[src/design/prq_pkg.sv]
// shared types, opcodes, status codes and default sizes of the ready-queue scheduler
`timescale 1ns / 1ps

package prq_pkg;

  typedef logic [1:0] opcode_t;
  typedef logic [1:0] status_t;

  localparam opcode_t OP_PUT      = 2'd0;
  localparam opcode_t OP_TAKE     = 2'd1;
  localparam opcode_t OP_SCHEDULE = 2'd2;
  localparam opcode_t OP_CHANGE   = 2'd3;

  localparam status_t ST_DONE       = 2'd0;
  localparam status_t ST_ALREADY    = 2'd1;
  localparam status_t ST_NONE_READY = 2'd2;
  localparam status_t ST_NOT_HEAD   = 2'd3;

  localparam int DEF_THREADS    = 8;
  localparam int DEF_PRIORITIES = 16;

endpackage

[src/design/prq_if.sv]
// valid/ready channel interfaces for scheduler requests and results
`timescale 1ns / 1ps

interface prq_req_if;
  import prq_pkg::*;

  logic              valid;
  logic              ready;
  opcode_t           opcode;
  logic [2:0]        thread_id;
  logic signed [4:0] new_priority;

  modport source (output valid, opcode, thread_id, new_priority, input ready);
  modport sink   (input valid, opcode, thread_id, new_priority, output ready);
endinterface

interface prq_rsp_if;
  import prq_pkg::*;

  logic       valid;
  logic       ready;
  logic [2:0] chosen_thread;
  logic [3:0] old_priority;
  status_t    status;

  modport source (output valid, chosen_thread, old_priority, status, input ready);
  modport sink   (input valid, chosen_thread, old_priority, status, output ready);
endinterface

[src/design/priority_ready_queue_scheduler.sv]
// fixed-priority fifo ready-queue scheduler built around three small synchronous memories
`timescale 1ns / 1ps

// channel | role   | payload                                     | accepted when
// req     | sink   | opcode, thread_id, new_priority             | valid && ready
// rsp     | source | chosen_thread, old_priority, status         | valid && ready
//
// a request steps through accept, two dependent synchronous memory reads
// (thread priority, then queue ends / link) with the update written back,
// then a load of the result register; early outs (already ready / not ready)
// skip the write-back step, schedule with all queues empty goes straight to
// the load; one request is in flight at a time
// reset clears ready marks, queue-occupied flags and priority-written flags;
// link and queue-end memories need no clearing, they are only read when occupied
// a held result stalls the sequencer before the final load; no request is accepted meanwhile

module priority_ready_queue_scheduler #(
  parameter int THREADS    = prq_pkg::DEF_THREADS,
  parameter int PRIORITIES = prq_pkg::DEF_PRIORITIES
) (
  input logic      clk,
  input logic      rst,
  prq_req_if.sink  req,
  prq_rsp_if.source rsp
);
  import prq_pkg::*;

  localparam int TW = $clog2(THREADS);
  localparam int PW = $clog2(PRIORITIES);

  // sequencer codes
  localparam logic [1:0] S_IDLE = 2'd0;
  localparam logic [1:0] S_RD1  = 2'd1;
  localparam logic [1:0] S_RD2  = 2'd2;
  localparam logic [1:0] S_OUT  = 2'd3;

  // thread slot: id reduced into the configured thread count
  function automatic logic [TW-1:0] thread_slot(input logic [2:0] id);
    logic [2:0] v;
    v = id;
    for (int i = 0; i < 4; i++) begin
      if (int'(v) >= THREADS) begin
        v = v - 3'(THREADS);
      end
    end
    return TW'(v);
  endfunction

  // non-negative priority request, clipped to the lowest level
  function automatic logic [PW-1:0] sat_prio(input logic [3:0] v);
    if (int'(v) >= PRIORITIES) begin
      return PW'(PRIORITIES - 1);
    end
    return PW'(v);
  endfunction

  logic [1:0] state;
  logic [1:0] state_next;

  // request held for the duration of the work
  opcode_t         op;
  logic [TW-1:0]   tid;
  logic [4:0]      np;
  logic [PW-1:0]   newp;

  // result waiting for the output register
  logic [2:0]      res_chosen;
  logic [3:0]      res_oldp;
  status_t         res_status;

  // output register
  logic            out_valid;
  logic [2:0]      out_chosen;
  logic [3:0]      out_oldp;
  status_t         out_status;

  // flag bits, cleared by reset
  logic [THREADS-1:0]    ready;
  logic [THREADS-1:0]    prio_ok;
  logic [PRIORITIES-1:0] nonempty;

  // memories: thread priority, successor link, queue head and tail
  logic [PW-1:0]   prio_mem [THREADS];
  logic [TW-1:0]   link_mem [THREADS];
  logic [2*TW-1:0] qend_mem [PRIORITIES];

  logic [PW-1:0]   prio_rd;
  logic            prio_rd_ok;
  logic [TW-1:0]   link_rd;
  logic [2*TW-1:0] qend_rd;

  logic [TW-1:0]   prio_raddr;
  logic [TW-1:0]   link_raddr;
  logic [PW-1:0]   qend_raddr;

  logic            prio_we;
  logic            link_we;
  logic [TW-1:0]   link_waddr;
  logic            qend_we;
  logic [PW-1:0]   qend_waddr;
  logic [2*TW-1:0] qend_wdata;

  // combinational helpers
  logic            accept;
  logic [TW-1:0]   t_in;
  logic            found;
  logic [PW-1:0]   pick;
  logic [PW-1:0]   prio_eff;
  logic [PW-1:0]   newp_calc;
  logic [TW-1:0]   q_head;
  logic [TW-1:0]   q_tail;
  logic            out_free;

  assign accept    = req.valid && req.ready;
  assign req.ready = (state == S_IDLE);
  assign t_in      = thread_slot(req.thread_id);
  assign prio_eff  = prio_rd_ok ? prio_rd : '0;
  assign q_head    = qend_rd[2*TW-1:TW];
  assign q_tail    = qend_rd[TW-1:0];
  assign newp_calc = (op == OP_CHANGE && !np[4]) ? sat_prio(np[3:0]) : prio_eff;
  assign out_free  = !out_valid || rsp.ready;

  // highest occupied level, lowest index wins
  always_comb begin
    found = 1'b0;
    pick  = '0;
    for (int i = PRIORITIES - 1; i >= 0; i--) begin
      if (nonempty[i]) begin
        found = 1'b1;
        pick  = PW'(i);
      end
    end
  end

  // read addresses per step
  always_comb begin
    prio_raddr = t_in;
    link_raddr = t_in;
    qend_raddr = pick;
    if (state != S_IDLE) begin
      prio_raddr = (op == OP_SCHEDULE) ? q_head : tid;
      link_raddr = tid;
      qend_raddr = (op == OP_TAKE) ? prio_eff : newp_calc;
    end
  end

  // write-back, all in the second read step
  always_comb begin
    prio_we    = 1'b0;
    link_we    = 1'b0;
    link_waddr = q_tail;
    qend_we    = 1'b0;
    qend_waddr = newp;
    qend_wdata = {tid, tid};
    if (state == S_RD2) begin
      unique case (op)
        OP_PUT, OP_CHANGE: begin
          prio_we = 1'b1;
          qend_we = 1'b1;
          if (nonempty[newp]) begin
            // append behind the present tail
            link_we    = 1'b1;
            qend_wdata = {q_head, tid};
          end
        end
        OP_TAKE: begin
          if (q_head == tid && q_tail != tid) begin
            qend_we    = 1'b1;
            qend_wdata = {link_rd, q_tail};
          end
        end
        OP_SCHEDULE: begin
        end
        default: begin
        end
      endcase
    end
  end

  always_ff @(posedge clk) begin
    prio_rd    <= prio_mem[prio_raddr];
    prio_rd_ok <= prio_ok[prio_raddr];
    link_rd    <= link_mem[link_raddr];
    qend_rd    <= qend_mem[qend_raddr];
    if (prio_we) begin
      prio_mem[tid] <= newp;
    end
    if (link_we) begin
      link_mem[link_waddr] <= tid;
    end
    if (qend_we) begin
      qend_mem[qend_waddr] <= qend_wdata;
    end
  end

  // sequencer and result forming
  always_comb begin
    state_next = state;
    unique case (state)
      S_IDLE: begin
        if (accept) begin
          state_next = (req.opcode == OP_SCHEDULE && !found) ? S_OUT : S_RD1;
        end
      end
      S_RD1: begin
        unique case (op)
          OP_PUT, OP_CHANGE: state_next = ready[tid] ? S_OUT : S_RD2;
          OP_TAKE:           state_next = (ready[tid] && nonempty[prio_eff]) ? S_RD2 : S_OUT;
          OP_SCHEDULE:       state_next = S_RD2;
          default:           state_next = S_OUT;
        endcase
      end
      S_RD2: state_next = S_OUT;
      S_OUT: begin
        if (out_free) begin
          state_next = S_IDLE;
        end
      end
      default: state_next = S_IDLE;
    endcase
  end

  always_ff @(posedge clk) begin
    if (rst) begin
      state     <= S_IDLE;
      ready     <= '0;
      prio_ok   <= '0;
      nonempty  <= '0;
      out_valid <= 1'b0;
    end else begin
      state <= state_next;
      if (prio_we) begin
        prio_ok[tid] <= 1'b1;
      end
      if (state == S_RD2) begin
        unique case (op)
          OP_PUT, OP_CHANGE: begin
            nonempty[newp] <= 1'b1;
            ready[tid]     <= 1'b1;
          end
          OP_TAKE: begin
            if (q_head == tid) begin
              ready[tid] <= 1'b0;
              if (q_tail == tid) begin
                nonempty[newp] <= 1'b0;
              end
            end
          end
          OP_SCHEDULE: begin
          end
          default: begin
          end
        endcase
      end
      if (state == S_OUT && out_free) begin
        out_valid <= 1'b1;
      end else if (rsp.ready) begin
        out_valid <= 1'b0;
      end
    end
  end

  // request and result payload
  always_ff @(posedge clk) begin
    unique case (state)
      S_IDLE: begin
        if (accept) begin
          op  <= req.opcode;
          tid <= t_in;
          np  <= req.new_priority;
          // empty schedule finishes here
          res_chosen <= '0;
          res_oldp   <= '0;
          res_status <= ST_NONE_READY;
        end
      end
      S_RD1: begin
        unique case (op)
          OP_PUT, OP_CHANGE: begin
            newp       <= newp_calc;
            res_chosen <= 3'(tid);
            res_oldp   <= 4'(prio_eff);
            res_status <= ready[tid] ? ST_ALREADY : ST_DONE;
          end
          OP_TAKE: begin
            newp       <= prio_eff;
            res_chosen <= 3'(tid);
            res_oldp   <= 4'(prio_eff);
            if (!ready[tid]) begin
              res_status <= ST_ALREADY;
            end else if (!nonempty[prio_eff]) begin
              res_status <= ST_NOT_HEAD;
            end else begin
              res_status <= ST_DONE;
            end
          end
          OP_SCHEDULE: begin
            // priority of the head follows in the next step
            res_chosen <= 3'(q_head);
            res_status <= ST_DONE;
          end
          default: begin
          end
        endcase
      end
      S_RD2: begin
        unique case (op)
          OP_TAKE: begin
            if (q_head != tid) begin
              res_status <= ST_NOT_HEAD;
            end
          end
          OP_SCHEDULE: begin
            // priority of the picked head, read with its address
            res_oldp <= 4'(prio_eff);
          end
          OP_PUT, OP_CHANGE: begin
          end
          default: begin
          end
        endcase
      end
      S_OUT: begin
        if (out_free) begin
          out_chosen <= res_chosen;
          out_oldp   <= res_oldp;
          out_status <= res_status;
        end
      end
      default: begin
      end
    endcase
  end

  assign rsp.valid         = out_valid;
  assign rsp.chosen_thread = out_chosen;
  assign rsp.old_priority  = out_oldp;
  assign rsp.status        = out_status;

  // one request in flight
  a_single_request: assert property (@(posedge clk) disable iff (rst)
    accept |=> !req.ready)
    else $error("request accepted while one is in flight");

  // no more queues are occupied than threads are ready
  a_queue_count: assert property (@(posedge clk) disable iff (rst)
    $countones(nonempty) <= $countones(ready))
    else $error("more occupied queues than ready threads");

  // memory updates only in the write-back step
  a_write_step: assert property (@(posedge clk) disable iff (rst)
    (prio_we || link_we || qend_we) |-> state == S_RD2)
    else $error("memory written outside write-back");

  // a free result register never holds the sequencer
  a_out_drain: assert property (@(posedge clk) disable iff (rst)
    (state == S_OUT && !out_valid) |=> (state == S_IDLE && out_valid))
    else $error("result not loaded into a free output register");

endmodule
[src/flat_wrapper.sv]
// flat-port wrapper written by rule: the top's interface ports become plain ports
module priority_ready_queue_scheduler_flat import prq_pkg::*;
#(
  parameter int THREADS    = prq_pkg::DEF_THREADS,
  parameter int PRIORITIES = prq_pkg::DEF_PRIORITIES
)
  (clk, rst, req_valid, req_opcode, req_thread_id, req_new_priority, req_ready, rsp_valid, rsp_chosen_thread, rsp_old_priority, rsp_status, rsp_ready);
  prq_req_if req_i ();
  prq_rsp_if rsp_i ();
  input logic clk;
  input logic rst;
  input wire logic [$bits(req_i.valid)-1:0] req_valid;
  input wire logic [$bits(req_i.opcode)-1:0] req_opcode;
  input wire logic [$bits(req_i.thread_id)-1:0] req_thread_id;
  input wire logic [$bits(req_i.new_priority)-1:0] req_new_priority;
  output wire logic [$bits(req_i.ready)-1:0] req_ready;
  output wire logic [$bits(rsp_i.valid)-1:0] rsp_valid;
  output wire logic [$bits(rsp_i.chosen_thread)-1:0] rsp_chosen_thread;
  output wire logic [$bits(rsp_i.old_priority)-1:0] rsp_old_priority;
  output wire logic [$bits(rsp_i.status)-1:0] rsp_status;
  input wire logic [$bits(rsp_i.ready)-1:0] rsp_ready;
  assign req_i.valid = req_valid;
  assign req_i.opcode = req_opcode;
  assign req_i.thread_id = req_thread_id;
  assign req_i.new_priority = req_new_priority;
  assign req_ready = req_i.ready;
  assign rsp_valid = rsp_i.valid;
  assign rsp_chosen_thread = rsp_i.chosen_thread;
  assign rsp_old_priority = rsp_i.old_priority;
  assign rsp_status = rsp_i.status;
  assign rsp_i.ready = rsp_ready;
  priority_ready_queue_scheduler #(.THREADS(THREADS), .PRIORITIES(PRIORITIES)) u_core (.clk(clk), .rst(rst), .req(req_i), .rsp(rsp_i));
endmodule
[config.mk]
export PLATFORM = sky130hd
export DESIGN_NAME = priority_ready_queue_scheduler_flat
export DESIGN_NICKNAME = d
export VERILOG_FILES = /design/src/design/prq_pkg.sv /design/src/design/prq_if.sv /design/src/design/priority_ready_queue_scheduler.sv /design/src/flat_wrapper.sv
export SDC_FILE = /design/constraint.sdc
export NUM_CORES = 1
export LEC_CHECK = 0
export BUFFER_PORTS_ARGS = -buffer_cell sky130_fd_sc_hd__buf_2
export CORE_MARGIN = 4
export CORE_UTILIZATION = 35
export DETAILED_ROUTE_END_ITERATION = 8
export GPL_ROUTABILITY_DRIVEN = 0
export GPL_TIMING_DRIVEN = 0
export HOLD_SLACK_MARGIN = 0.02
export PLACE_DENSITY = 0.6
export SLEW_MARGIN = 30
export SYNTH_ARGS = -nofsm -noshare
export SYNTH_HDL_FRONTEND = slang
export SYNTH_SLANG_ARGS = --single-unit
export TNS_END_PERCENT = 30
[constraint.sdc]
create_clock -name clk -period 5 [get_ports clk]
set_input_delay 0.25 -clock clk [delete_from_list [all_inputs] [get_ports clk]]
set_output_delay 0.25 -clock clk [all_outputs]
set_load 0.005 [all_outputs]
==> results.sh, run 1 <==
export IMPL_yosys_area_top_type_share=0.559
export IMPL_cts_sinks=233
export IMPL_fin_crit_sh=0.695
export IMPL_finalSetupViolCount=0
export IMPL_yosys_area_top_type="edfxtp_1"
export IMPL_p_per_area_nw_per_um2=494
export IMPL_nets=733
export IMPL_die_x_um=176
export IMPL_fmax_ghz=0.288
export IMPL_viasPerCell=5.17
export IMPL_routed_wl_mm=20.9
export IMPL_syn_avg_cell_area_um2=15.2
export IMPL_cts_hold_buf=11
export IMPL_finClkSkew_ps=10.6
export IMPL_start_util=0.356
export IMPL_ant_nets=0
export IMPL_placementRows=61
export IMPL_holdCritPathClass="input port to flip-flop"
export IMPL_ys_ff_latch=233
export IMPL_clk_latency_ps=520
export IMPL_grt_max_degree=17
export IMPL_ios=25
export IMPL_place_ws_ps=1570
export IMPL_crit_chain="clkbuf_1 > mux4_2 > mux4_2 > nand3_1 > o21ai_1 > a222oi_1 > inv_1"
export IMPL_postPlaceCellArea_um2=10500
export IMPL_hold_path_depth=2
export IMPL_synthCells=648
export IMPL_fin_area_um2=11400
export IMPL_clockRootBuffer="clkbuf_16"
export IMPL_rsz0062_at_grt="no"
export IMPL_fin_crit_ps=3470
export IMPL_crit_slowest_cell="edfxtp_1"
export IMPL_die_h_um=176
export IMPL_dp_hpwl_mm=14.5
export IMPL_drv_slew=0
export IMPL_portBuffers=23
export IMPL_timing_slew_headroom=0.382
export IMPL_cts_htree_levels=1
export IMPL_layout_setup_ws_ps=1530
export IMPL_post_drt_wl_per_cell_um=18.8
export IMPL_crit_fanout=16
export IMPL_worstMarginPinSlew_ps=919
export IMPL_ys_types=61
export IMPL_fin_setup_tns_ps=0
export IMPL_vias=5727
export IMPL_antenna_found_initial=0
export IMPL_synth_edf_count=184
export IMPL_synthTopCellsByArea="edfxtp_1 56%, dfxtp_1 9.9%, mux4_2 8.2%, mux4_1 3.2%, nor2_1 2.6%"
export IMPL_syn_cell_area_um2=9880
export IMPL_cts_buffer_depth=3
export IMPL_cap_viol_max_count=0
export IMPL_cp_data_required_time_ps=5160
export IMPL_syn2layout_area_growth_pct=15.5
export IMPL_drtPass1Iterations=5
export IMPL_grt_pass1_vias=5710
export IMPL_synthArstFlopShare=0
export IMPL_core_area_um2=27800
export IMPL_antenna_cells=0
export IMPL_drc=0
export IMPL_worstPathArrival_ps=3630
export IMPL_cts_buffers=25
export IMPL_yosys_top_cells_count="184 x edfxtp_1, 68 x nor2_1, 49 x dfxtp_1"
export IMPL_crit_path_frequent_cell="mux4_2"
export IMPL_cts_tree="yes"
export IMPL_leakagePower_nw=3.77
export IMPL_reg2regPathDepth=7
export IMPL_slowest_delay_ps=600
export IMPL_track_usage=0.135
export IMPL_first_iter_violations=407
export IMPL_cp_start_kind="flip-flop"
export IMPL_grt_pass1_wl_mm=32.7
export IMPL_path_clk_slew_ps=60
export IMPL_end_kind="flip-flop"
export IMPL_outcome="finished clean"
export IMPL_hold_viol_final=0
export IMPL_postCtsSetupRepairBufs=0
export IMPL_critical_path_class="flip-flop to flip-flop"
export IMPL_yosysMostFrequentCell="edfxtp_1"
export IMPL_grt_ovfl_total=0
export IMPL_layout_drive_gt1_share=0.192
export IMPL_ys_seq_area_frac=0.659
export IMPL_vdd_ir_drop_max_mv=0.261
export IMPL_synth_nets=670
export IMPL_synth_ff_type="edfxtp_1"
export IMPL_dieArea_um2=31000
export IMPL_ys_warn_count=0
export IMPL_cts_resized=0
-- layout make-up --
class,instances,area (um2)
tap,378,473
clock buffer,31,658
inverter,20,75.1
sequential,233,6510
timing repair buffer,36,248
fill,2565,16400
buffer,29,140
multi-input combinational,366,3200
clock inverter,14,108
-- report_power, final --
group / total, mW / internal [mW] / switching [mW]
combinational: 1.36 / 0.537 / 0.825
sequential: 2.56 / 2.41 / 0.152
clock: 1.72 / 0.989 / 0.727
-- cell usage in the layout (no fill, tap or decap), types with 15 or more instances in the layout --
| cell | count |
|---|---|
| nand2_1 | 29 |
| edfxtp_1 | 184 |
| clkbuf_16 | 25 |
| dfxtp_1 | 49 |
| a21oi_1 | 27 |
| a311oi_1 | 17 |
| clkbuf_1 | 25 |
| a22oi_1 | 15 |
| inv_1 | 18 |
| buf_2 | 24 |
| mux4_2 | 36 |
| nor2_1 | 68 |
-- metal layers --
metal | global-route usage | up-vias | part of all wire
li1 | - | 2695 | -
met1 | 0.192 | 2822 | 0.45
met2 | 0.216 | 177 | 0.46
met3 | 0.0248 | 33 | 0.073
met4 | 0.0357 | 0 | 0.019
met5 | 0 | - | 0
-- cell families after synthesis --
| group | after synthesis | share of synthesized area |
|---|---|---|
| adder cells (fa/ha/maj) | 8 | 0.0101 |
| AO/OA/AOI/OAI | 107 | 0.0778 |
| multiplexers | 70 | 0.138 |
| XOR/XNOR | 6 | 0.00532 |
| buffers and inverters | 49 | 0.0218 |
| flip-flops | 233 | 0.659 |
| AND/OR/NAND/NOR | 175 | 0.0883 |
-- final timing paths --
kind	endpoint	slack, ps	startpoint
hold reg to reg	u_core.rsp.chosen_thread[0]$_DFFE_PP_	420	u_core.res_chosen[0]$_SDFFCE_PN0P_
hold / removal	flip-flop	160	rst
setup / recovery	u_core.qend_mem[9][4]$_DFFE_PP_	1530	u_core.newp[1]$_DFFE_PP_
setup reg to reg	u_core.qend_mem[9][4]$_DFFE_PP_	1530	u_core.newp[1]$_DFFE_PP_
-- worst max-delay path, delay by kind of cell, from the launching register on --
family	cells	cell delay (ps)
muxes	2	980
AOI/OAI and AO/OA	2	560
DFF	1	600
buffers and inverters	2	850
and+or+nand+nor	1	120
-- stage by stage --
step,hold WS (ps),instances,power (mW),utilization
after CTS,147,1107,5.69,0.410
after global routing,179,1107,5.92,0.411
after detailed placement,405,1051,3.95,0.379
after global placement,402,1049,3.89,0.377
final,163,1107,5.64,0.411
after floorplan,349,648,3.49,-
Power figures use the tool's default switching activity.
==> run 2, diff against run 1 <==
Settings changed: PLACE_DENSITY 0.6 to 0.61.
Clock period 5 ns to 3.14 ns, I/O delays scaled along.
==> run 2 against run 1 <==
Effect of this change:
- sequential share of layout area decreased by 0.80 points
- design area is 1.4% higher
- first-iteration DRC count decreased by 1.2%
- global-route usage increased by 0.24 points
- fmax up 13%
- hold slack lost 30 ps
- register-to-register slack got worse by 1400 ps
- die area unchanged
- clock-buffer cell count is 1 higher
- flip-flop and latch count unchanged
- highest routed layer unchanged
==> results.sh, run 2 (synthesized netlist as in run 1, its figures left out) <==
export IMPL_hold_path_depth=2
export IMPL_grt_pass1_wl_mm=33.5
export IMPL_ant_nets=0
export IMPL_track_usage=0.137
export IMPL_drtPass1Iterations=5
export IMPL_syn2layout_area_growth_pct=17.2
export IMPL_crit_fanout=9
export IMPL_worstMarginPinSlew_ps=755
export IMPL_switchingPower_mw=2.74
export IMPL_critical_path_class="flip-flop to flip-flop"
export IMPL_r2r_start="u_core.tid[0]$_DFFE_PP_"
export IMPL_routed_wl_mm=21.2
export IMPL_post_drt_wl_per_cell_um=19.0
export IMPL_worstPathArrival_ps=3220
export IMPL_die_h_um=176
export IMPL_netSwitchingFraction=0.300
export IMPL_grt_ovfl_total=0
export IMPL_grt_max_degree=17
export IMPL_cts_htree_levels=1
export IMPL_path_clk_slew_ps=60
export IMPL_nets=741
export IMPL_cap_viol_max_count=0
export IMPL_hold_viol_final=0
export IMPL_outcome="finished clean"
export IMPL_die_x_um=176
export IMPL_intPower_mw=6.39
export IMPL_viasPerCell=5.19
export IMPL_holdCritPathClass="input port to flip-flop"
export IMPL_ios=25
export IMPL_fin_crit_ps=3060
export IMPL_portBuffers=23
export IMPL_p_per_area_nw_per_um2=789
export IMPL_antenna_cells=0
export IMPL_drc=0
export IMPL_end_kind="flip-flop"
export IMPL_finClkSkew_ps=16.1
export IMPL_min_from="rst"
export IMPL_cts_sinks=233
export IMPL_cts_tree="yes"
export IMPL_core_area_um2=27800
export IMPL_fin_setup_tns_ps=0
export IMPL_multiInputGateArea_um2=3280
export IMPL_start_util=0.356
export IMPL_power_frac_comb=0.245
export IMPL_utilization=0.417
export IMPL_finalSetupViolCount=0
export IMPL_fmax_ghz=0.326
export IMPL_timing_slew_headroom=0.487
export IMPL_vias=5787
export IMPL_cp_data_required_time_ps=3300
export IMPL_r2r_end="u_core.qend_mem[1][5]$_DFFE_PP_"
export IMPL_antenna_found_initial=0
export IMPL_cts_buffers=25
export IMPL_clk_latency_ps=520
export IMPL_reg2regPathDepth=8
export IMPL_seqCellArea_um2=6510
export IMPL_seqPwrFrac=0.444
export IMPL_place_inst=1051
export IMPL_vdd_ir_drop_max_mv=0.391
export IMPL_drv_slew=0
export IMPL_clockPowerShare=0.311
export IMPL_leakagePower_nw=3.84
export IMPL_dieArea_um2=31000
export IMPL_clockRootBuffer="clkbuf_16"
export IMPL_cts_buffer_depth=3
export IMPL_r2r_slack_ps=80
export IMPL_finalPower_mw=9.13
export IMPL_final_cell_mix="184 x edfxtp_1, 58 x nor2_1, 49 x dfxtp_1, 36 x mux4_2, 29 x nand2_1"
export IMPL_dp_hpwl_mm=14.7
export IMPL_rsz0062_at_grt="yes"
export IMPL_grt_pass1_vias=5837
export IMPL_instances_no_fill=1114
export IMPL_cp_start_kind="flip-flop"
export IMPL_layout_drive_gt1_share=0.221
export IMPL_fin_crit_sh=0.976
export IMPL_first_iter_violations=402
export IMPL_final_common_cell="edfxtp_1"
export IMPL_fillCellCount=2562
export IMPL_placementRows=61
-- run 2: final cells by class --
| type | instances | area share |
|---|---|---|
| flip-flops and latches | 233 | 0.562 |
| multi-input cells | 366 | 0.283 |
| clock buffers | 32 | 0.0582 |
| well taps | 378 | 0.0409 |
| repair buffers | 44 | 0.0271 |
| plain buffers | 29 | 0.0125 |
| clock inverters | 12 | 0.00973 |
| inverters | 20 | 0.00649 |
-- run 2: timing repair --
action / in CTS / in global routing
gates resized for setup: 4 / 20
endpoints found under the setup margin: 28 / 138
pin swaps: 2 / 0
setup buffers: 6 / 2
hold buffers: 11 / 0
hold endpoints to repair: 11 / 0
-- run 2: routing by layer --
layer / part of all wire / wire (um) / global-route usage
met1: 0.46 / 9740 / 0.194
met2: 0.46 / 9800 / 0.220
met3: 0.054 / 1150 / 0.0218
met4: 0.025 / 533 / 0.0416
met5: 0 / 0 / 0
-- run 2: worst max path at each step --
stage                                   startpoint                               end  cells past startpoint
after floorplan             u_core.op[0]$_DFFE_PP_         u_core.qend_rd[3]$_DFF_P_                      9
after global placement     u_core.tid[0]$_DFFE_PP_  u_core.qend_mem[12][1]$_DFFE_PP_                      6
after detailed placement   u_core.tid[2]$_DFFE_PP_   u_core.qend_mem[2][4]$_DFFE_PP_                      8
after CTS                 u_core.newp[1]$_DFFE_PP_   u_core.qend_mem[9][4]$_DFFE_PP_                      7
after global routing       u_core.tid[0]$_DFFE_PP_   u_core.qend_mem[1][5]$_DFFE_PP_                      8
final                      u_core.tid[0]$_DFFE_PP_   u_core.qend_mem[1][5]$_DFFE_PP_                      8
-- run 2: stage by stage --
step                setup WS (ps)  hold slack (ps)  instance area, um2
finish                       76.9              133               11600
floorplan                     414              256                9880
detailed placement           -218              335               10500
global route                 -116              150               11600
global placement             -333              337               10500
CTS                          10.6              136               11500
-- run 2: power groups by stage --
stage / clock (mW) / sequential, mW / combinational (mW)
6_report: 2.84 / 4.06 / 2.24
5_1_grt: 3.04 / 4.09 / 2.45
3_5_place_dp: 0 / 4.14 / 2.13
4_1_cts: 2.90 / 4.07 / 2.19
3_3_place_gp: 0 / 4.14 / 2.06
2_1_floorplan: 0 / 4.04 / 1.52
-- run 2: worst max-delay path, stage by stage (launching register included) --
cell and delay (ps):
edfxtp_1 520, buf_2 240, xnor2_1 160, nand3_1 280
nor2_1 270, a21oi_1 110, nor2_1 290, nand3b_1 280
nor3_2 540
